### config.mk
export PLATFORM = sky130hd
export DESIGN_NAME = bfr_fifo
export DESIGN_NICKNAME = d
export VERILOG_FILES = /design/src/rtl/box_filter_3x3_rgb_top_macros.svh /design/src/rtl/bfr_fifo.sv
export SDC_FILE = /design/constraint.sdc
export NUM_CORES = 1
export LEC_CHECK = 0
export BUFFER_PORTS_ARGS = -buffer_cell sky130_fd_sc_hd__buf_2
export CAP_MARGIN = 20
export CORE_ASPECT_RATIO = 0.7
export CORE_MARGIN = 2
export CORE_UTILIZATION = 54
export DETAILED_ROUTE_END_ITERATION = 6
export PLACE_DENSITY = 0.75
export SLEW_MARGIN = 10
export SYNTH_ARGS = -nofsm -noshare
export SYNTH_HDL_FRONTEND = slang
export SYNTH_SLANG_ARGS = --single-unit
### constraint.sdc
create_clock -name clk -period 2.8 [get_ports clk]
set_clock_uncertainty 0.2 [all_clocks]
set_input_delay 0.42 -clock clk [delete_from_list [all_inputs] [get_ports clk]]
set_output_delay 0.42 -clock clk [all_outputs]
set_load 0.01 [all_outputs]
### src/rtl/box_filter_3x3_rgb_top_macros.svh
// Assertion macros used by the box filter top level.
// Both forms sample on clk and are disabled while rst_n is low.
`ifndef BOX_FILTER_3X3_RGB_TOP_MACROS_SVH
`define BOX_FILTER_3X3_RGB_TOP_MACROS_SVH

// Consequent must hold in the same cycle as the antecedent
`define BFR_ASSERT_SAME(label, ante, cons, msg) \
  label: assert property (@(posedge clk) disable iff (!rst_n) (ante) |-> (cons)) \
    else $error(msg);

// Consequent must hold in the cycle after the antecedent
`define BFR_ASSERT_NEXT(label, ante, cons, msg) \
  label: assert property (@(posedge clk) disable iff (!rst_n) (ante) |=> (cons)) \
    else $error(msg);

`endif

### src/rtl/bfr_fifo.sv
// Small flop-based queue between the front end and the filter back end.
// No dependencies.
module bfr_fifo #(
  parameter int WIDTH = 8,
  parameter int DEPTH = 4,
  localparam int PTR_W = $clog2(DEPTH),
  localparam int CNT_W = $clog2(DEPTH + 1)
) (
  input  logic             clk,
  input  logic             rst_n,
  input  logic             wr_valid,
  output logic             wr_ready,
  input  logic [WIDTH-1:0] wr_data,
  output logic             rd_valid,
  input  logic             rd_ready,
  output logic [WIDTH-1:0] rd_data
);

  logic [WIDTH-1:0] mem_r [DEPTH];
  logic [PTR_W-1:0] wr_ptr_r, wr_ptr_nxt;
  logic [PTR_W-1:0] rd_ptr_r, rd_ptr_nxt;
  logic [CNT_W-1:0] count_r, count_nxt;
  logic push, pop;

  assign wr_ready = (count_r != CNT_W'(DEPTH));
  assign rd_valid = (count_r != '0);
  assign rd_data  = mem_r[rd_ptr_r];
  assign push     = wr_valid && wr_ready;
  assign pop      = rd_valid && rd_ready;

  // Pointer and fill bookkeeping
  always_comb begin
    wr_ptr_nxt = wr_ptr_r;
    rd_ptr_nxt = rd_ptr_r;
    count_nxt  = count_r;
    if (push) begin
      wr_ptr_nxt = (wr_ptr_r == PTR_W'(DEPTH - 1)) ? '0 : wr_ptr_r + PTR_W'(1);
    end
    if (pop) begin
      rd_ptr_nxt = (rd_ptr_r == PTR_W'(DEPTH - 1)) ? '0 : rd_ptr_r + PTR_W'(1);
    end
    if (push && !pop) begin
      count_nxt = count_r + CNT_W'(1);
    end else if (pop && !push) begin
      count_nxt = count_r - CNT_W'(1);
    end
  end

  always_ff @(posedge clk) begin
    if (!rst_n) begin
      wr_ptr_r <= '0;
      rd_ptr_r <= '0;
      count_r  <= '0;
    end else begin
      wr_ptr_r <= wr_ptr_nxt;
      rd_ptr_r <= rd_ptr_nxt;
      count_r  <= count_nxt;
    end
  end

  // Storage
  always_ff @(posedge clk) begin
    if (push) begin
      mem_r[wr_ptr_r] <= wr_data;
    end
  end

endmodule

==> results.md, run 1 <==
- Worst Setup Path Type: flop to flop
- Internal power: 1180 µW
- CP startpoint kind: flop
- Routed Antenna Nets: 0
- Die width: about 70 µm
- Post-synthesis xor/xnor area fraction: between 1 and 1.5%
- Final WL: about 2.5 mm
- Drc violations: 0
- Compound-cell area share of the yosys netlist: approximately 2.1%
- Die height: between 50 and 60 µm
- Simple-Gate Fraction of Synth Area: 7.19%
- Syn_nets: ~110
- Netlist Area Pre-Place: approximately 0.0016 mm²
- Area growth, synth to finish: 14.3%
- Area leader, netlist: edfxtp_1
- Core footprint: ~0.0028 mm²
- Switch share: between 20% and 30%
- GRT overflow: 0
- Mux share of post-synthesis cell area: about 12%
- Pwr dens: roughly 900 mW/mm²
- CP peak stage delay: between 0.4 and 0.5 ns
- I/O Buffers: 21
- Outcome: finished, final reports clean
- Fillers: 200
- Post-synth top flop: edfxtp_1
- Hold_ws: ~0.15 ns
- Number of global-route vias before repair: between 900 and 1000
- Crit path max fanout: 7
- Final setup vio count: 0
- Synth cell types: 26
- N_diodes: 0
- Gr usage total: approximately 17%
- CP max-delay cell: dfxtp_1
- Row count: 16
- Max-Cap Viols: 0
- EDFF count, synth: 32
- Initial antenna violation count: 0
- Sequential cell area: 0.00114 mm²
- Dpl hpwl: about 1.8 mm
- Logic pwr share: about a quarter
- Die area: around 0.0035 mm²
- CTS resizes: 0
- Nets: between 100 and 150
- Final period util: 90.0%
- Post-synth ARST share: 0%
- Setup ws final: 0.280 ns
- Top-area cell type share of the netlist area: 58.8%
- Seq cells post-synth: about 40
- CTS tree: yes
- H-tree levels: 2
- Via count: roughly 830
- DRT Pass-1 Iters: 4
- Period minus WS final: 2.52 ns
- Routability cong.: around 0.77
- LEAKAGE: 0.000684 µW
- DR WL/cell: 16.1 µm
- Dpl ws: 0.303 ns
- Worst VDD drop: ~470 µV
- Clock share of power: a little under a quarter
- Synthesized area per cell: between 15 and 20 µm²
- Sink Count: 41
- First-pass GRT wire length: around 4.2 mm
- Post-Route Utilization: 65.8%
- Fin area: between 0.0015 and 0.002 mm²
- Critical Path Sink Type: flop
- Adder-cell area share of the yosys netlist: roughly 5.8%
- Setup Fix Bufs, Post-CTS: 0
- I/O pin count: 22
- Latest clock arrival within the worst-skew pair: around 0.28 ns
- Cells along the critical path: or3b_1 -> and2_4 -> ha_1 -> inv_1 -> fa_1 -> xor2_1 -> or3_2 -> a21boi_0
- YS warnings: 0
- Mapped Cells: 93
- Starting Density: approximately 58%
- TritonCTS Buffers: 5
- Sequential area share after synthesis: 69.8%
- Final hold violation count: 0
- Placed cell areas: between 0.0015 and 0.002 mm²
- Multi-input logic area: between 400 and 500 µm²
- Sw Pwr: approximately 470 µW
- Arrival @ worst endpoint: roughly 2.5 ns
- Post-cts hold buffer count: 0
- Relative slew margins: 63.2%
- Worst-Margin Slew: 0.551 ns
- DR iter-0 viols: 51
- Setup TNS: 0 ns
- Min-delay worst type: input pin to flop
- Sequential Power Share: roughly half
- Critical Path RT: ~2.8 ns
- Clock-pin slew of the registers on the worst-case setup and hold paths: 0.08 ns
- Largest net degree at the start of global routing: 14
- Synth top area cells: edfxtp_1, dfxtp_1, mux4_2, ha_1, and3_2
- RSZ-0062 raised after global routing: no
- FMAX: 0.397 GHz
- Final Max Slew Viols: 0
- Root Buffer: clkbuf_8
- Largest family of logic cells by synthesized area: multiplexers
- Longest Clk Path Bufs: 2
- Layout cell share with drive strength beyond 1: 37.0%
- Vias per inst: around 5.4
-- cells by family (layout without fill, tap and decap cells) --
| family | Yosys count | count (layout) |
|---|---|---|
| AOI/OAI and AO/OA | 6 | 6 |
| xor gates and xnor gates | 2 | 2 |
| buffers and inverters | 7 | 33 |
| and+or+nand+nor | 20 | 20 |
| adders and majority gates | 7 | 7 |
| muxes | 10 | 10 |
| DFF | 41 | 41 |
-- stage by stage --
step | power, µW | std cells
after floorplan | 1140 | 93
after global placement | 1270 | 147
after detailed placement | 1290 | 147
after CTS | 1670 | 155
after global routing | 1760 | 155
final | 1650 | 155
-- routing by layer --
| metal | vias to the layer above | GRT usage [%] | share of wire, % |
|---|---|---|---|
| met2 | 17 | 27.3 | 51 |
| met5 | - | 0 | 0 |
| met4 | 0 | 6.41 | 1.1 |
| li1 | 403 | - | - |
| met1 | 405 | 20.5 | 44 |
| met3 | 7 | 6.54 | 3.7 |
-- cell usage after synthesis, types with 2 or more instances --
master    count
mux4_2        8
o21ai_0       4
nand3_1       2
edfxtp_1     32
inv_1         3
and3_2        4
nor2_1        2
ha_1          6
nand2_1       5
dfxtp_1       9
or3_2         2
mux2i_1       2
-- layout make-up --
type / instances / area share [%]
Sequential cell: 41 / 61.0
Multi-Input combinational cell: 45 / 24.9
Timing Repair Buffer: 22 / 6.02
Clock inverter: 1 / 0.402
Inverter: 3 / 0.602
Clock buffer: 7 / 4.62
Tap cell: 36 / 2.41
-- power groups by stage --
| stage | clock, µW | sequential, µW | combinational (µW) |
|---|---|---|---|
| after floorplan | 0 | 800 | 345 |
| after global placement | 0 | 839 | 434 |
| after detailed placement | 0 | 844 | 443 |
| after CTS | 391 | 832 | 445 |
| after global routing | 427 | 844 | 488 |
| final | 385 | 831 | 437 |
-- registers in the layout, summed over array words and instances (netlist names), named ones only --
signal and count:
count_r 3, mem_r 32, rd_ptr_r 2, wr_ptr_r 2
-- critical path, delay by kind of cell, from the launching register on --
kind	cells	cell delay [ns]
flops	1	0.43
simple gates	3	0.84
compound gates	1	0.20
buf+inv	1	0.06
fa+ha+maj	2	0.55
xor+xnor	1	0.16
-- cells in the final DEF, fill, tap and decap left out --
cell type   count
edfxtp_1       32
buf_2          21
dfxtp_1         9
mux4_2          8
ha_1            6
clkbuf_8        6
nand2_1         5
and3_2          4
o21ai_0         4
inv_1           3
or3_2           2
nor2_1          2
nand3_1         2
mux2i_1         2
or3b_1          1
and2_4          1
o31ai_1         1
xnor2_1         1
and2_1          1
nand4_1         1
nor2b_1         1
xor2_1          1
a21boi_0        1
fa_1            1
clkinvlp_4      1
clkbuf_1        1
buf_4           1
-- final timing paths --
kind                                               start                       to  slack (ns)  depth (start not counted)
worst max-delay path             count_r[1]$_SDFFE_PN0P_  count_r[2]$_SDFFE_PN0P_        0.28                          8
worst min-delay path                          wr_data[6]    mem_r[0][6]$_DFFE_PP_        0.15                          1
worst max register to register   count_r[1]$_SDFFE_PN0P_  count_r[2]$_SDFFE_PN0P_        0.28                          8
worst min register to register  rd_ptr_r[1]$_SDFFE_PN0P_                     flop        0.32                          2
Note: power is estimated with default switching activity, not from simulation.
==> run 2, diff against run 1 <==
- clock period: 2.8 -> 2.55 ns (I/O delays scaled with it)
==> run 2 against run 1 <==
Effect of this change: power rose by 16%; highest routed layer unchanged; die area did not move; final cell count did not move; fmax rose by 4.5%; global-route usage rose by 0.56 points; largest cell class unchanged; clock power rose by 28%.
==> results.md, run 2 (synthesized netlist as in run 1, its figures left out) <==
- CP bufs+invs: 1
- Layout cell share with drive strength beyond 1: 40.3%
- Starting Density: a little under three fifths
- Die width: 69.8 µm
- RSZ-0062 raised after global routing: no
- Commonest non-fill, non-tap cell in the layout: edfxtp_1
- Die height: 50.0 µm
- I/O pin count: 22
- Crit path launch: count_r[2]$_SDFFE_PN0P_
- Core footprint: roughly 0.0028 mm²
- Setup TNS: 0 ns
- First-pass GRT wire length: about 4.4 mm
- LEAKAGE: approximately 0.00069 µW
- Dpl hpwl: ~1.8 mm
- Top Registers: mem_r x32, count_r x3
- Worst Setup Path Type: flop to flop
- CTS tree: yes
- Worst VDD drop: between 500 and 600 µV
- Cells along the critical path: or3b_4 -> and2_4 -> ha_1 -> inv_1 -> fa_1 -> xor2_1 -> or3_2 -> a21boi_0
- DRT Pass-1 Iters: 4
- Initial antenna violation count: 0
- Outcome: finished, final reports clean
- GRT overflow: 0
- Largest register FFs: 32
- Root Buffer: clkbuf_8
- Longest Clk Path Bufs: 2
- Fillers: 201
- FMAX: slightly above 0.4 GHz
- Routability cong.: approximately 0.7
- Nets: around 140
- Die area: between 0.003 and 0.004 mm²
- Crit path max fanout: 7
- Pwr dens: roughly 1000 mW/mm²
- Latest clock arrival within the worst-skew pair: roughly 0.28 ns
- Gr usage total: between 10% and 20%
- Critical Path Sink Type: flop
- H-tree levels: 2
- Final period util: 94.5%
- Worst-Margin Slew: between 0.5 and 0.6 ns
- Sink Count: around 40
- Max-Cap Viols: 0
- Final WL: 2.61 mm
- Arrival @ worst endpoint: between 2 and 2.5 ns
- Worst R2R Start: count_r[2]$_SDFFE_PN0P_
- Reg with most FFs: mem_r
- Period minus WS final: 2.41 ns
- Row count: 16
- Final hold violation count: 0
- Area growth, synth to finish: 15.8%
- Min-delay src: wr_data[0]
- Largest net degree at the start of global routing: 13
- CP peak stage delay: 0.40 ns
- Via count: between 800 and 900
- Critical Path RT: around 2.6 ns
- CP top delay family: simple AND/OR/NAND/NOR gates
- Fin area: roughly 0.0019 mm²
- Clock-pin slew of the registers on the worst-case setup and hold paths: roughly 0.07 ns
- Drc violations: 0
- CP max-delay cell: or3_2
- Vias per inst: between 5 and 6
- N_diodes: 0
- Post-Route Utilization: around two thirds
- Placed cell areas: 0.00178 mm²
- Number of global-route vias before repair: just over 900
- CP startpoint kind: flop
- Min-delay worst type: input pin to flop
- Final setup vio count: 0
- DR WL/cell: approximately 17 µm
- Most frequent cells in the layout: edfxtp_1, buf_2, mux4_2
- Routed Antenna Nets: 0
- I/O Buffers: 21
- Hold_ws: about 0.11 ns
- Relative slew margins: about three fifths
- TritonCTS Buffers: 5
- DR iter-0 viols: 54
- Final Max Slew Viols: 0
-- run 2: changes by cell type in the layout (fill, tap and decap cells not counted) --
cell,previous run,this run
clkinv_1,0,1
or3b_4,0,1
o31ai_1,1,0
clkbuf_8,6,5
or3b_1,1,0
o31ai_2,0,1
dfxtp_2,0,3
clkinvlp_4,1,0
bufinv_16,0,1
dfxtp_1,9,6
-- run 2: path summary, 6_finish.rpt --
check | endpoint | slack [ns] | depth (start not counted)
max | count_r[2]$_SDFFE_PN0P_ | 0.14 | 8
min reg2reg | wr_ptr_r[1]$_SDFFE_PN0P_ | 0.30 | 2
max reg2reg | count_r[2]$_SDFFE_PN0P_ | 0.14 | 8
min | mem_r[0][0]$_DFFE_PP_ | 0.11 | 1
-- run 2: worst reg2reg max path, stage by stage, from the launching register on --
cell	delay, ns
dfxtp_2	0.34
or3b_4	0.26
and2_4	0.16
ha_1	0.17
inv_1	0.06
fa_1	0.38
xor2_1	0.16
or3_2	0.40
a21boi_0	0.19
-- run 2: repair_timing --
item,CTS,global route
gates resized for setup,1,4
hold buffers,0,0
pin swaps,0,0
buffers inserted,0,0
endpoints found under the setup margin,1,1
-- run 2: metrics by stage --
| step | worst slack (ns) | std cells | total power (µW) |
|---|---|---|---|
| 6_report | 0.139 | 155 | 1910 |
| 2_1_floorplan | 0.165 | 93 | 1260 |
| 4_1_cts | 0.0655 | 155 | 1920 |
| 3_3_place_gp | 0.183 | 147 | 1400 |
| 5_1_grt | 0.00168 | 155 | 2030 |
| 3_5_place_dp | 0.00224 | 147 | 1430 |
-- run 2: layout make-up --
class | instances | area (µm²) | area share (%)
Multi-Input combinational cell | 45 | 473 | 25.0
Tap cell | 36 | 45.0 | 2.38
Clock inverter | 2 | 33.8 | 1.78
Timing Repair Buffer | 22 | 113 | 5.95
Clock buffer | 6 | 72.6 | 3.83
Sequential cell | 41 | 1140 | 60.5
Inverter | 3 | 11.3 | 0.595
-- run 2: per-layer routing --
metal	GRT usage [%]	wire length, µm	vias up
met2	29.5	1350	19
met4	7.37	41	0
met5	0	0	-
li1	-	-	404
met1	21.0	1120	437
met3	4.91	99	7
-- run 2: report_power, final --
group / switching [µW] / internal (µW)
sequential: 95.0 / 829
clock: 202 / 289
combinational: 230 / 269
==> run 3, diff against run 2 <==
--- a/constraint.sdc
+++ b/constraint.sdc
@@ -3,3 +3,3 @@
 set_input_delay 0.3825 -clock clk [delete_from_list [all_inputs] [get_ports clk]]
 set_output_delay 0.3825 -clock clk [all_outputs]
-set_load 0.01 [all_outputs]
+set_load 0.1 [all_outputs]
==> run 3 against run 2 <==
Effect of this change: final cell count rose by 0.65%; flip-flop and latch count did not move; non-clock buffer count up 1; critical path type unchanged.
==> results.md, run 3 (synthesized netlist as in run 1, its figures left out) <==
- Outcome: finished, final reports clean
- GRT overflow: 0
- Multi-input logic area: about 470 µm²
- Critical Path Sink Type: flop
- N_diodes: 0
- Die height: 50.0 µm
- DR iter-0 viols: 50
- TritonCTS Buffers: 5
- Crit path max fanout: 7
- Period minus WS final: 2.40 ns
- DRT Pass-1 Iters: 4
- DR WL/cell: between 15 and 20 µm
- Min-delay worst type: input pin to flop
- Routability cong.: around 0.73
- Root Buffer: clkbuf_8
- Final hold violation count: 0
- Layout cell share with drive strength beyond 1: 38.3%
- Die area: 0.00349 mm²
- Relative slew margins: around two thirds
- Gr usage total: ~17%
- Core footprint: 0.00284 mm²
- Fillers: 196
- Vias per inst: around 5.4
- Routed Antenna Nets: 0
- Most frequent cells in the layout: edfxtp_1, buf_2, dfxtp_1
- RSZ-0062 raised after global routing: no
- Sink Count: 41
- Area growth, synth to finish: 14.5%
- Worst-Margin Slew: a little over 0.5 ns
- Final setup vio count: 0
- Setup TNS: 0 ns
- Drc violations: 0
- Row count: 16
- First-pass GRT wire length: around 4.2 mm
- Critical Path RT: roughly 2.6 ns
- Initial antenna violation count: 0
- Sequential cell area: 0.00114 mm²
- I/O Buffers: 21
- Reg with most FFs: mem_r
- Min-delay src: wr_data[3]
- CP startpoint kind: flop
- Crit path launch: count_r[0]$_SDFFE_PN0P_
- Largest register FFs: 32
- Die width: approximately 70 µm
- Latest clock arrival within the worst-skew pair: between 0.2 and 0.3 ns
- Via count: approximately 850
- Post-cts hold buffer count: 0
- Dpl hpwl: approximately 1.8 mm
- FMAX: roughly 0.42 GHz
- Post-Route Utilization: about two thirds
- Starting Density: roughly 58%
- Number of global-route vias before repair: approximately 880
- Setup Fix Bufs, Post-CTS: 0
- Longest Clk Path Bufs: 2
- Worst Setup Path Type: flop to flop
- Final WL: ~2.6 mm
- H-tree levels: 2
- Largest net degree at the start of global routing: 13
- CTS tree: yes
- Commonest non-fill, non-tap cell in the layout: edfxtp_1
- Top Registers: mem_r x32, count_r x3
- Max-Cap Viols: 0
- Clock-pin slew of the registers on the worst-case setup and hold paths: 0.07 ns
- Nets: 138
- I/O pin count: 22
- Worst R2R Start: count_r[0]$_SDFFE_PN0P_
- Arrival @ worst endpoint: roughly 2.4 ns
- CTS resizes: 0
- Final period util: approximately 94%
- Final Max Slew Viols: 0
[run 3: cell types whose count changed in the layout (fill, tap and decap cells not counted), sizes merged]
cell	before	now
clkbuf	6	7
buf	22	23
bufinv	1	0
[run 3: worst paths after layout]
kind                         endpoint  slack, ns  depth (start not counted)
max reg2reg   count_r[2]$_SDFFE_PN0P_       0.15                          8
max           count_r[2]$_SDFFE_PN0P_       0.15                          8
min reg2reg  wr_ptr_r[1]$_SDFFE_PN0P_       0.31                          2
min             mem_r[1][3]$_DFFE_PP_       0.11                          1
[run 3: area by class of cell]
type,instances,share of cell area [%]
sequential,41,61.0
multi-input combinational,45,25.3
timing repair buffer,23,6.42
clock buffer,7,4.08
tap,36,2.41
inverter,3,0.602
clock inverter,1,0.267
[run 3: per-stage QoR]
step	hold slack (ns)	setup slack (ns)	cells	cell area (µm²)
after floorplan	0.268	0.0498	93	1640
after global placement	0.290	0.190	148	1780
after detailed placement	0.303	0.111	148	1780
after CTS	0.102	0.0918	156	1860
after global routing	0.0963	0.00389	156	1870
final	0.107	0.149	156	1870
[run 3: routing by layer]
layer | GRT usage (%) | vias up | wire (µm)
li1 | - | 405 | -
met1 | 20.3 | 416 | 1120
met2 | 27.8 | 23 | 1310
met3 | 8.38 | 5 | 144
met4 | 5.77 | 0 | 36
met5 | 0 | - | 0
[run 3: worst max-delay path, cell delays in order, from the launching register on]
cell and delay [ns]:
dfxtp_1 0.44, or3b_4 0.20, and2_4 0.16, ha_1 0.17
inv_1 0.06, fa_1 0.37, xor2_1 0.16, or3_2 0.40
a21boi_0 0.16
Power of run 3 is left out: the tool's default activity adds up to more than one toggle a clock period on the data nets, which glitch-free logic cannot reach.
