## config.mk

```make
export PLATFORM = sky130hd
export DESIGN_NAME = bfr_front
export DESIGN_NICKNAME = d
export VERILOG_FILES = /design/src/rtl/box_filter_3x3_rgb_top_macros.svh /design/src/rtl/bfr_pkg.sv /design/src/rtl/bfr_front.sv
export SDC_FILE = /design/constraint.sdc
export NUM_CORES = 1
export LEC_CHECK = 0
export ABC_AREA = 1
export BUFFER_PORTS_ARGS = -buffer_cell sky130_fd_sc_hd__clkbuf_2
export CAP_MARGIN = 5
export CORE_MARGIN = 2
export CORE_UTILIZATION = 45
export DETAILED_ROUTE_END_ITERATION = 6
export PLACE_DENSITY = 0.73
export SLEW_MARGIN = 5
export SYNTH_ARGS = -nofsm -noshare
export SYNTH_HDL_FRONTEND = slang
export SYNTH_SLANG_ARGS = --single-unit
```

## constraint.sdc

```tcl
create_clock -name clk -period 3.5 [get_ports clk]
set_input_delay 0 -clock clk [delete_from_list [all_inputs] [get_ports clk]]
set_output_delay 0 -clock clk [all_outputs]
set_load 0.02 [all_outputs]
```

## src/rtl/box_filter_3x3_rgb_top_macros.svh

```systemverilog
// Assertion macros used by the box filter top level.
// Both forms sample on clk and are disabled while rst_n is low.
`ifndef BOX_FILTER_3X3_RGB_TOP_MACROS_SVH
`define BOX_FILTER_3X3_RGB_TOP_MACROS_SVH

// Consequent must hold in the same cycle as the antecedent
`define BFR_ASSERT_SAME(label, ante, cons, msg) \
  label: assert property (@(posedge clk) disable iff (!rst_n) (ante) |-> (cons)) \
    else $error(msg);

// Consequent must hold in the cycle after the antecedent
`define BFR_ASSERT_NEXT(label, ante, cons, msg) \
  label: assert property (@(posedge clk) disable iff (!rst_n) (ante) |=> (cons)) \
    else $error(msg);

`endif

```

## src/rtl/bfr_pkg.sv

```systemverilog
// Shared types and constants for the 3x3 box filter.
// No dependencies; imported by bfr_front, bfr_back and the top level.
package bfr_pkg;

  // Pixel format: three 8-bit channels packed {red, green, blue}
  localparam int NUM_CH = 3;
  localparam int PIX_W  = 8;
  localparam int RGB_W  = NUM_CH * PIX_W;

  // Column sum of three samples and full 3x3 sum
  localparam int CSUM_W = 10;
  localparam int SUM_W  = 12;

  // floor(s / 9) for s <= 2295 as (s * 7282) >> 16
  localparam int RECIP_W = 13;
  localparam logic [RECIP_W-1:0] DIV9_RECIP = 13'd7282;
  localparam int DIV9_SHIFT = 16;

  // Configuration registers
  localparam int FW_W       = 11;
  localparam int FH_W       = 13;
  localparam int CFG_IDX_W  = 2;
  localparam int CFG_DATA_W = 13;
  localparam logic [CFG_IDX_W-1:0] REG_FRAME_WIDTH  = 2'd0;
  localparam logic [CFG_IDX_W-1:0] REG_FRAME_HEIGHT = 2'd1;
  localparam int FRAME_WIDTH_RST  = 640;
  localparam int FRAME_HEIGHT_RST = 480;

  // Request opcodes
  localparam logic OP_PIXEL = 1'b0;
  localparam logic OP_FLUSH = 1'b1;

  // Entries in the front-to-back queue
  localparam int QUEUE_DEPTH = 4;

  // Per-request classification made by the front end
  typedef struct packed {
    logic emit;      // request releases one output pixel
    logic interior;  // that output gets the 3x3 mean
    logic last;      // that output closes the frame
  } bfr_flags_t;

  // Front-end status for checking
  typedef struct packed {
    logic draining;    // all pixels of the frame are in
    logic frame_done;  // request carrying frame_last was queued
  } bfr_front_stat_t;

endpackage

```

## src/rtl/bfr_front.sv

```systemverilog
// Front end of the box filter: config registers, raster counters, and
// classification of each request. Depends on bfr_pkg.
module bfr_front
  import bfr_pkg::*;
#(
  parameter int MAX_WIDTH  = 1024,
  parameter int MAX_HEIGHT = 4096,
  localparam int COL_W = $clog2(MAX_WIDTH)
) (
  input  logic                  clk,
  input  logic                  rst_n,
  // pixel requests
  input  logic                  in_valid,
  output logic                  in_ready,
  input  logic                  in_opcode,
  input  logic [PIX_W-1:0]      in_blue,
  input  logic [PIX_W-1:0]      in_green,
  input  logic [PIX_W-1:0]      in_red,
  // configuration writes
  input  logic                  cfg_valid,
  output logic                  cfg_ready,
  input  logic [CFG_IDX_W-1:0]  cfg_index,
  input  logic [CFG_DATA_W-1:0] cfg_data,
  // classified requests to the queue
  output logic                  q_valid,
  input  logic                  q_ready,
  output logic [RGB_W-1:0]      q_px,
  output logic [COL_W-1:0]      q_col,
  output bfr_flags_t            q_flags,
  output bfr_front_stat_t       stat
);

  localparam int WD_W   = $clog2(MAX_WIDTH + 1);
  localparam int HD_W   = $clog2(MAX_HEIGHT + 1);
  localparam int ROW_W  = $clog2(MAX_HEIGHT + 3);
  localparam int OROW_W = $clog2(MAX_HEIGHT);
  localparam int W_RST  = (FRAME_WIDTH_RST > MAX_WIDTH) ? MAX_WIDTH : FRAME_WIDTH_RST;
  localparam int H_RST  = (FRAME_HEIGHT_RST > MAX_HEIGHT) ? MAX_HEIGHT : FRAME_HEIGHT_RST;

  logic [WD_W-1:0]   w_eff_r;
  logic [HD_W-1:0]   h_eff_r;
  logic [COL_W-1:0]  in_col_r, in_col_nxt;
  logic [ROW_W-1:0]  in_row_r, in_row_nxt;
  logic [COL_W-1:0]  out_col_r, out_col_nxt;
  logic [OROW_W-1:0] out_row_r, out_row_nxt;
  logic [31:0]       w_clamp, h_clamp;
  logic cfg_we, cfg_hit, draining, push, emit, interior, last, in_wrap, out_wrap;

  // Config port never stalls
  assign cfg_ready = 1'b1;
  assign cfg_we    = cfg_valid && cfg_ready;
  assign cfg_hit   = cfg_we
                     && (cfg_index == REG_FRAME_WIDTH || cfg_index == REG_FRAME_HEIGHT);

  // Clamp written dimensions to 1..MAX
  always_comb begin
    w_clamp = 32'(cfg_data[FW_W-1:0]);
    h_clamp = 32'(cfg_data[FH_W-1:0]);
    if (w_clamp == 32'd0) begin
      w_clamp = 32'd1;
    end else if (w_clamp > 32'(MAX_WIDTH)) begin
      w_clamp = 32'(MAX_WIDTH);
    end
    if (h_clamp == 32'd0) begin
      h_clamp = 32'd1;
    end else if (h_clamp > 32'(MAX_HEIGHT)) begin
      h_clamp = 32'(MAX_HEIGHT);
    end
  end

  // Classification of the request at the port
  assign draining = 32'(in_row_r) >= 32'(h_eff_r);
  assign in_ready = q_ready;
  assign push     = in_valid && in_ready && (draining || in_opcode == OP_PIXEL);
  // input position n >= W+1
  assign emit     = (in_row_r >= ROW_W'(2)) || (in_row_r == ROW_W'(1) && in_col_r != '0);
  assign interior = (out_row_r != '0) && (32'(out_row_r) + 32'd2 <= 32'(h_eff_r))
                    && (out_col_r != '0) && (32'(out_col_r) + 32'd2 <= 32'(w_eff_r));
  assign last     = (32'(out_row_r) + 32'd1 >= 32'(h_eff_r))
                    && (32'(out_col_r) + 32'd1 >= 32'(w_eff_r));
  assign in_wrap  = 32'(in_col_r) + 32'd1 >= 32'(w_eff_r);
  assign out_wrap = 32'(out_col_r) + 32'd1 >= 32'(w_eff_r);

  assign q_valid  = push;
  assign q_px     = draining ? '0 : {in_red, in_green, in_blue};
  assign q_col    = in_col_r;
  assign q_flags  = '{emit: emit, interior: interior, last: last};

  assign stat.draining   = draining;
  assign stat.frame_done = push && emit && last;

  // Raster counters
  always_comb begin
    in_col_nxt  = in_col_r;
    in_row_nxt  = in_row_r;
    out_col_nxt = out_col_r;
    out_row_nxt = out_row_r;
    if (cfg_hit) begin
      in_col_nxt  = '0;
      in_row_nxt  = '0;
      out_col_nxt = '0;
      out_row_nxt = '0;
    end else if (push) begin
      if (in_wrap) begin
        in_col_nxt = '0;
        in_row_nxt = in_row_r + ROW_W'(1);
      end else begin
        in_col_nxt = in_col_r + COL_W'(1);
      end
      if (emit) begin
        if (last) begin
          // frame closed: next frame starts with an empty window
          in_col_nxt  = '0;
          in_row_nxt  = '0;
          out_col_nxt = '0;
          out_row_nxt = '0;
        end else if (out_wrap) begin
          out_col_nxt = '0;
          out_row_nxt = out_row_r + OROW_W'(1);
        end else begin
          out_col_nxt = out_col_r + COL_W'(1);
        end
      end
    end
  end

  always_ff @(posedge clk) begin
    if (!rst_n) begin
      w_eff_r   <= WD_W'(W_RST);
      h_eff_r   <= HD_W'(H_RST);
      in_col_r  <= '0;
      in_row_r  <= '0;
      out_col_r <= '0;
      out_row_r <= '0;
    end else begin
      if (cfg_we && cfg_index == REG_FRAME_WIDTH) begin
        w_eff_r <= w_clamp[WD_W-1:0];
      end
      if (cfg_we && cfg_index == REG_FRAME_HEIGHT) begin
        h_eff_r <= h_clamp[HD_W-1:0];
      end
      in_col_r  <= in_col_nxt;
      in_row_r  <= in_row_nxt;
      out_col_r <= out_col_nxt;
      out_row_r <= out_row_nxt;
    end
  end

endmodule

```

==> qor.csv, run 1 <==
metric,value,unit
Starting Density,46.1,%
CP Max Fanout,9,
max-slew violation count,0,
worst slew pin tran,0.964,ns
CP endpoint kind,output pin,
CP Launch Type,flop,
"critical path, cell by cell",ha_2 -> nand2_1 -> nor2_2 -> nand2_1 -> xor2_1 -> nand2_1 -> o21ai_0 -> inv_1 -> ha_1 -> nand2_1 -> a21oi_1 -> nor2_1 -> nand2_1 -> inv_1 -> nand3_2 -> nand2_4 -> nor2_4 -> nand2_2 -> inv_1 -> clkbuf_2,
met3 wire length,1020,um
RSZ-0062 raised after global routing,no,
first-pass GRT wire length,27900,um
Congestion Overflow GR,0,
share of cells above drive strength 1,11.3,%
register area share after synthesis,21.6,%
Yosys reg bits,69,
fin util,53.3,%
reg2reg start,out_col_r[2]$_SDFFE_PP0P_,
Clock Tree Root,clkbuf_16,
Avg WL per Cell,13.2,um
Syn-to-layout area delta,15.5,%
number of nets in the layout,1252,
DP HPWL,13200,um
initial antenna violation count,0,
"Distinct cells, synth",42,
Final Hold Vio Count,0,
CP peak stage delay,0.42,ns
IO buf count,85,
WL final,17300,um
Hold Path Origin,cfg_index[0],
Die Footprint,15200,um^2
met2 wire length,7800,um
fraction of registers with async set/reset,0,%
Chip Height,123,um
crit path DAT,3.21,ns
Setup TNS,0,ns
DR pass1 iterations,5,
min cycle time layout,3.21,ns
violation count after the first detailed-routing iteration,548,
Crit path top cell by count,nand2_1,
H-tree level count,3,
Layout Skew,0.0112,ns
Final ANT Viol Nets,0,
ANT cells,0,
CTS tree,yes,
vias in the first global route,5880,
Worst slew margin,35.0,%
met1 WL,8210,um
number of synthesized flops with an enable pin,0,
core area,13900,um^2
setup violators final,0,
DRC,0,
Worst VDD drop,0.271,mV
Num CTS Buffers,9,
via count,6622,
Placer Congestion,0.937,
Most used DFF post-synth,dfxtp_1,
clock latency at the later pin of the worst-skew pair,0.35,ns
number of synthesis warnings,0,
Cell Pwr Density,253,nW/um^2
"Reg clk slew, reported paths",0.06,ns
slowest stage cell on the critical path,dfxtp_1,
GRT Util Overall,23.2,%
post-synth net total,1161,
Post-Synthesis Cells,1033,
largest net degree at the start of global routing,26,
# clock sinks,69,
Min-Delay Path Class,in -> reg,
CP Launch Point,out_col_r[2]$_SDFFE_PP0P_,
critical path class,reg -> out,
Syn Area/Cell,6.20,um^2
die width,123,um
P_leak,4.12,nW
CTS max path bufs,2,
fmax,311,MHz
count of max-cap constraint violations,0,
CP required,3.50,ns
site row count,43,
I/O pins,87,
DR vias/cell,5.06,
Max Used Layer,met4,
outcome,completed,
Tcrit/Tclk final,91.7,%
Syn Std Cell Area,6400,um^2
==> stage by stage <==
stage	std cells	hold slack, ns	setup WS (ns)	power [mW]	instance area (um^2)
2_1_floorplan	1033	0.113	0.776	0.945	6400
3_3_place_gp	1276	0.231	0.435	1.01	6940
3_5_place_dp	1276	0.232	0.314	1.02	6940
4_1_cts	1309	0.142	0.115	1.88	7380
5_1_grt	1309	0.213	0.00139	1.94	7400
6_report	1309	0.160	0.290	1.87	7400
==> routing by layer <==
| metal | vias up | GRT usage [%] |
|---|---|---|
| met3 | 22 | 4.52 |
| met2 | 208 | 36.5 |
| li1 | 3447 | - |
| met1 | 2945 | 32.2 |
| met5 | - | 0 |
| met4 | 0 | 6.61 |
==> cells by family after synthesis <==
logic type / share of synthesized area [%]
AOI/OAI and AO/OA: 8.20
xor gates and xnor gates: 4.51
adders and majority gates: 16.2
buffers and inverters: 13.0
DFF: 21.6
other: 0.0585
and+or+nand+nor: 36.4
==> registers in the layout, indices dropped and copies added (netlist names) <==
signal     flops
out_row_r     12
w_eff_r       11
h_eff_r       13
in_row_r      13
out_col_r     10
q_col         10
==> where the power goes <==
group          total [mW]  internal, mW  switching, mW
sequential          0.799         0.794        0.00445
combinational       0.218        0.0786          0.140
clock               0.853         0.478          0.375
==> worst paths after layout <==
| path | end | slack (ns) | depth (start not counted) |
|---|---|---|---|
| setup / recovery | stat[0] | 0.29 | 20 |
| hold / removal | w_eff_r[10]$_SDFFE_PN0P_ | 0.16 | 4 |
| setup reg to reg | q_col[1]$_SDFFE_PP0N_ | 0.44 | 21 |
| hold reg to reg | w_eff_r[4]$_SDFFE_PN0P_ | 0.46 | 2 |
==> area by class of cell <==
cell class                      instances  area (um^2)
Sequential cell                        69         1380
Timing Repair Buffer                  109          646
Inverter                              178          668
Multi-Input combinational cell        757         4210
Clock inverter                          6         38.8
Clock buffer                           10          229
Tap cell                              180          225
Fill cell                            1382         6480
==> worst max-delay path: cells and delay by family (launching register included) <==
family	cells	cell delay (ns)
AO/OA/AOI/OAI	2	0.24
XOR/XNOR	1	0.18
adder cells (fa/ha/maj)	2	0.53
buffers and inverters	4	0.36
flip-flops	1	0.42
AND/OR/NAND/NOR	11	1.14
==> layout by cell type (no fill, tap or decap), drive strengths merged, types with 3 or more instances in the layout <==
master       Yosys  routed
clkinv           3       6
inv            175     176
ha              83      83
xor2            33      33
o211ai           5       5
nand2          250     250
o21ai           23      23
nor2           173     173
buf             18       8
nand4           31      31
nor3            28      28
dfxtp           69      69
nor4             3       3
clkbuf          11      95
a21oi           53      53
nand3           59      59
dlygate4sd3      0      16
==> Yosys cell counts (2+ instances only) <==
cell type / n / area share [%]
a211oi_1: 2 / 0.23
a21oi_1: 51 / 4.0
a21oi_2: 2 / 0.27
a22oi_1: 2 / 0.23
buf_2: 9 / 0.70
buf_4: 6 / 0.70
buf_6: 3 / 0.53
clkbuf_1: 11 / 0.64
clkinv_1: 3 / 0.18
dfxtp_1: 69 / 22
ha_1: 83 / 16
inv_1: 173 / 10
inv_2: 2 / 0.12
nand2_1: 246 / 14
nand2_2: 3 / 0.29
nand3_1: 58 / 4.5
nand3b_1: 2 / 0.23
nand4_1: 30 / 2.9
nor2_1: 170 / 10
nor3_1: 25 / 2.0
nor3_2: 2 / 0.31
nor4_1: 3 / 0.29
o211ai_1: 5 / 0.59
o21ai_0: 18 / 1.4
o21ai_1: 5 / 0.39
o221ai_1: 2 / 0.27
xor2_1: 33 / 4.5
==> repair_timing <==
action	CTS	global route
endpoints found under the setup margin	1	11
endpoints found under the hold margin	23	0
pin swaps	1	0
hold buffers	16	0
buffers inserted	1	0
resized for setup	0	5
Note: power is estimated with default switching activity, not from simulation.
==> run 2: changes to the inputs <==
--- a/config.mk
+++ b/config.mk
@@ -5,13 +5,12 @@
 export SDC_FILE = /design/constraint.sdc
 export NUM_CORES = 1
 export LEC_CHECK = 0
-export ABC_AREA = 1
 export BUFFER_PORTS_ARGS = -buffer_cell sky130_fd_sc_hd__clkbuf_2
 export CAP_MARGIN = 5
 export CORE_MARGIN = 2
 export CORE_UTILIZATION = 45
 export DETAILED_ROUTE_END_ITERATION = 6
-export PLACE_DENSITY = 0.73
+export PLACE_DENSITY = 0.74
 export SLEW_MARGIN = 5
 export SYNTH_ARGS = -nofsm -noshare
 export SYNTH_HDL_FRONTEND = slang
==> run 2 against run 1 <==
  * Clock-buffer cell count decreased by 1
  * Routed wire length decreased by 10%
  * Combinational power shrank 6%
  * Synthesized area shrank 12%
  * Critical endpoint is now q_flags[0]
==> qor.csv, run 2 <==
metric,value,unit,change
"critical path, cell by cell",nand4_1 -> nor2_1 -> nand2_1 -> or2_1 -> xnor2_1 -> ha_1 -> a21o_1 -> a21o_1 -> a221o_2 -> nor2_4 -> buf_4 -> nor2b_1 -> clkbuf_2,,was ha_2 -> nand2_1 -> nor2_2 -> nand2_1 -> xor2_1 -> nand2_1 -> o21ai_0 -> inv_1 -> ha_1 -> nand2_1 -> a21oi_1 -> nor2_1 -> nand2_1 -> inv_1 -> nand3_2 -> nand2_4 -> nor2_4 -> nand2_2 -> inv_1 -> clkbuf_2
# clock sinks,69,,unchanged
CP Launch Type,flop,,unchanged
slowest stage cell on the critical path,dfxtp_1,,unchanged
Placer Congestion,0.872,,was 0.937
clock latency at the later pin of the worst-skew pair,0.35,ns,about the same
Synth area leaders,"dfxtp_1 (24%), ha_1 (18%), a21oi_1 (5.0%)",,"was dfxtp_1 (22%), ha_1 (16%), nand2_1 (14%)"
first-pass GRT wire length,25100,um,was 27900 um
vias in the first global route,5165,,was 5880
top-count cell post-synth,ha_1,,was nand2_1
CTS max path bufs,2,,unchanged
Congestion Overflow GR,0,,unchanged
critical path class,reg -> out,,unchanged
initial antenna violation count,0,,unchanged
Worst VDD drop,0.238,mV,was 0.271 mV
worst slew pin tran,0.937,ns,was 0.964 ns
"commonest non-fill, non-tap cell in the layout",clkbuf_2,,was nand2_1
"commonest non-fill, non-tap cells in the layout","clkbuf_2 (85), ha_1 (82), dfxtp_1 (68), nor2_1 (57), a21oi_1 (56)",,"was nand2_1 (246), inv_1 (173), nor2_1 (169), clkbuf_2 (85), ha_1 (82)"
CTS tree,yes,,unchanged
violation count after the first detailed-routing iteration,413,,was 548
Worst slew margin,37.3,%,was 35.0%
Worst Hold End,h_eff_r[9]$_SDFFE_PN0P_,,was w_eff_r[10]$_SDFFE_PN0P_
Syn-to-layout area delta,17.8,%,was 15.5%
r2r setup slk,0.25,ns,was 0.44 ns
CP Max Fanout,14,,was 9
IO buf count,85,,unchanged
WL final,15500,um,was 17300 um
Synth top cells by count,"ha_1 (83), dfxtp_1 (69), nor2_1 (57)",,"was nand2_1 (246), inv_1 (173), nor2_1 (170)"
max-slew violation count,0,,unchanged
"Reg clk slew, reported paths",0.06,ns,about the same
RSZ-0062 raised after global routing,no,,unchanged
Cell Pwr Density,300,nW/um^2,was 253 nW/um^2
H-tree level count,3,,unchanged
largest net degree at the start of global routing,27,,was 26
Die Footprint,13500,um^2,was 15200 um^2
"area leader, netlist",dfxtp_1,,unchanged
"Distinct cells, synth",62,,was 42
DR vias/cell,5.59,,was 5.06
top flop regs,"h_eff_r: 13 flops, in_row_r: 13 flops, out_row_r: 12 flops",,unchanged
fraction of registers with async set/reset,0,%,unchanged
number of nets in the layout,921,,was 1252
DRC,0,,unchanged
reg2reg end,in_row_r[12]$_SDFFE_PP0N_,,was q_col[1]$_SDFFE_PP0N_
Most used DFF post-synth,dfxtp_1,,unchanged
outcome,completed,,unchanged
DP HPWL,11700,um,was 13200 um
Syn Area/Cell,7.96,um^2,was 6.20 um^2
worst r2r path cells,13,,was 21
P_leak,3.02,nW,was 4.12 nW
Starting Density,46.6,%,was 46.1%
Avg WL per Cell,16.1,um,was 13.2 um
Tcrit/Tclk final,94.1,%,was 91.7%
top cell type's share of synthesized area,24.5,%,was 21.6%
core area,12100,um^2,was 13900 um^2
DR pass1 iterations,5,,unchanged
Final Hold Vio Count,0,,unchanged
flip-flop and latch area,1380,um^2,about the same
Num CTS Buffers,9,,unchanged
CP peak stage delay,0.45,ns,was 0.42 ns
Hold Path Origin,cfg_data[9],,was cfg_index[0]
register area share after synthesis,24.5,%,was 21.6%
CP endpoint kind,output pin,,unchanged
via count,5391,,was 6622
Post-Synthesis Cells,709,,was 1033
number of synthesized flops with an enable pin,0,,unchanged
worst hold margin,0.0387,ns,was 0.160 ns
Layout Skew,0.00857,ns,was 0.0112 ns
I/O pins,87,,unchanged
Crit path top cell by count,a21o_1,,was nand2_1
hold path depth,3,,was 4
number of synthesis warnings,0,,unchanged
Clock Tree Root,clkbuf_16,,unchanged
setup violators final,0,,unchanged
Chip Height,116,um,was 123 um
Min-Delay Path Class,in -> reg,,unchanged
Final ANT Viol Nets,0,,unchanged
CP required,3.50,ns,about the same
ANT cells,0,,unchanged
count of max-cap constraint violations,0,,unchanged
site row count,40,,was 43
Setup TNS,0,ns,unchanged
reg2reg start,q_col[0]$_SDFFE_PP0N_,,was out_col_r[2]$_SDFFE_PP0P_
min cycle time layout,3.29,ns,was 3.21 ns
GRT Util Overall,23.8,%,was 23.2%
Yosys reg bits,69,,unchanged
share of cells above drive strength 1,16.6,%,was 11.3%
post-CTS setup buffer count,0,,was 1
die width,116,um,was 123 um
fmax,304,MHz,was 311 MHz
crit path DAT,3.29,ns,was 3.21 ns
Fillers,1151,,was 1382
area of the multi-input gates,3910,um^2,was 4210 um^2
Syn Std Cell Area,5640,um^2,was 6400 um^2
post-synth net total,837,,was 1161
run 2: changes by cell type after synthesis, sizes merged, moves of 16 or more:
cell and delta:
nor2 -113, inv -134, xnor2 +29, nand2 -201, and2 +26, nand3 -19, nor3 -16
run 2: final cells by class:
| class | instances | area share, % |
|---|---|---|
| Tap cell | 168 | 3.16 |
| Sequential cell | 69 | 20.8 |
| Timing Repair Buffer | 115 | 10.2 |
| Clock buffer | 9 | 3.39 |
| Multi-Input combinational cell | 556 | 58.7 |
| Clock inverter | 6 | 1.34 |
| Inverter | 42 | 2.37 |
run 2: worst max path at each step:
stage                         startpoint                   endpoint  slack, ns  depth (start not counted)
3_5_place_dp       q_col[0]$_SDFFE_PP0N_  in_row_r[12]$_SDFFE_PP0N_       0.25                         13
5_1_grt            q_col[0]$_SDFFE_PP0N_  in_row_r[12]$_SDFFE_PP0N_       0.02                         13
2_1_floorplan  out_row_r[4]$_SDFFE_PP0P_      q_col[0]$_SDFFE_PP0N_       0.48                         14
6_report       out_row_r[5]$_SDFFE_PP0P_                 q_flags[0]       0.21                         13
3_3_place_gp   out_row_r[5]$_SDFFE_PP0P_      q_col[0]$_SDFFE_PP0N_       0.33                         12
4_1_cts        out_row_r[3]$_SDFFE_PP0P_                 q_flags[1]       0.18                         12
run 2: timing repair:
item                       in CTS  in global routing
hold endpoints to repair       18                  0
hold buffers                   11                  0
gates resized for setup         0                  3
setup endpoints to repair       0                 10
run 2: through the flow:
step                      setup WS, ns  total power, mW  cells  cell area, um^2  utilization (%)
after floorplan                  0.477            0.934    709             5640                -
after global placement           0.325             1.01    939             6220             51.3
after detailed placement         0.254             1.01    939             6220             51.3
after CTS                        0.182             2.00    965             6640             54.8
after global routing            0.0178             2.06    965             6650             54.9
final                            0.207             1.99    965             6650             54.9
run 2: power breakdown:
part | total, mW | switching, mW | internal, mW
logic | 0.204 | 0.123 | 0.0809
clock network | 0.988 | 0.369 | 0.619
registers | 0.802 | 0.00702 | 0.795
total | 1.99 | 0.498 | 1.50
run 2: per-layer routing:
layer / wire (um) / global-route usage, % / vias to the layer above
met2: 7180 / 40.4 / 211
met1: 6940 / 30.2 / 2476
li1: - / - / 2666
met4: 497 / 8.73 / 0
met5: 0 / 0 / -
met3: 912 / 4.24 / 38
run 2: critical path, delay by kind of cell (launching register included):
family | cells | cell delay [ns]
AND/OR/NAND/NOR | 6 | 0.87
AO/OA/AOI/OAI | 3 | 0.81
flip-flops | 1 | 0.45
buffers and inverters | 2 | 0.37
adder cells (fa/ha/maj) | 1 | 0.30
XOR/XNOR | 1 | 0.15
run 2: cell families after synthesis:
group,after synthesis,synth area share (%)
AOI/OAI and AO/OA,142,16.4
xor gates and xnor gates,53,8.22
adders and majority gates,84,18.6
buffers and inverters,84,6.41
DFF,69,24.5
muxes,4,0.732
other,1,0.0664
and+or+nand+nor,272,25.1
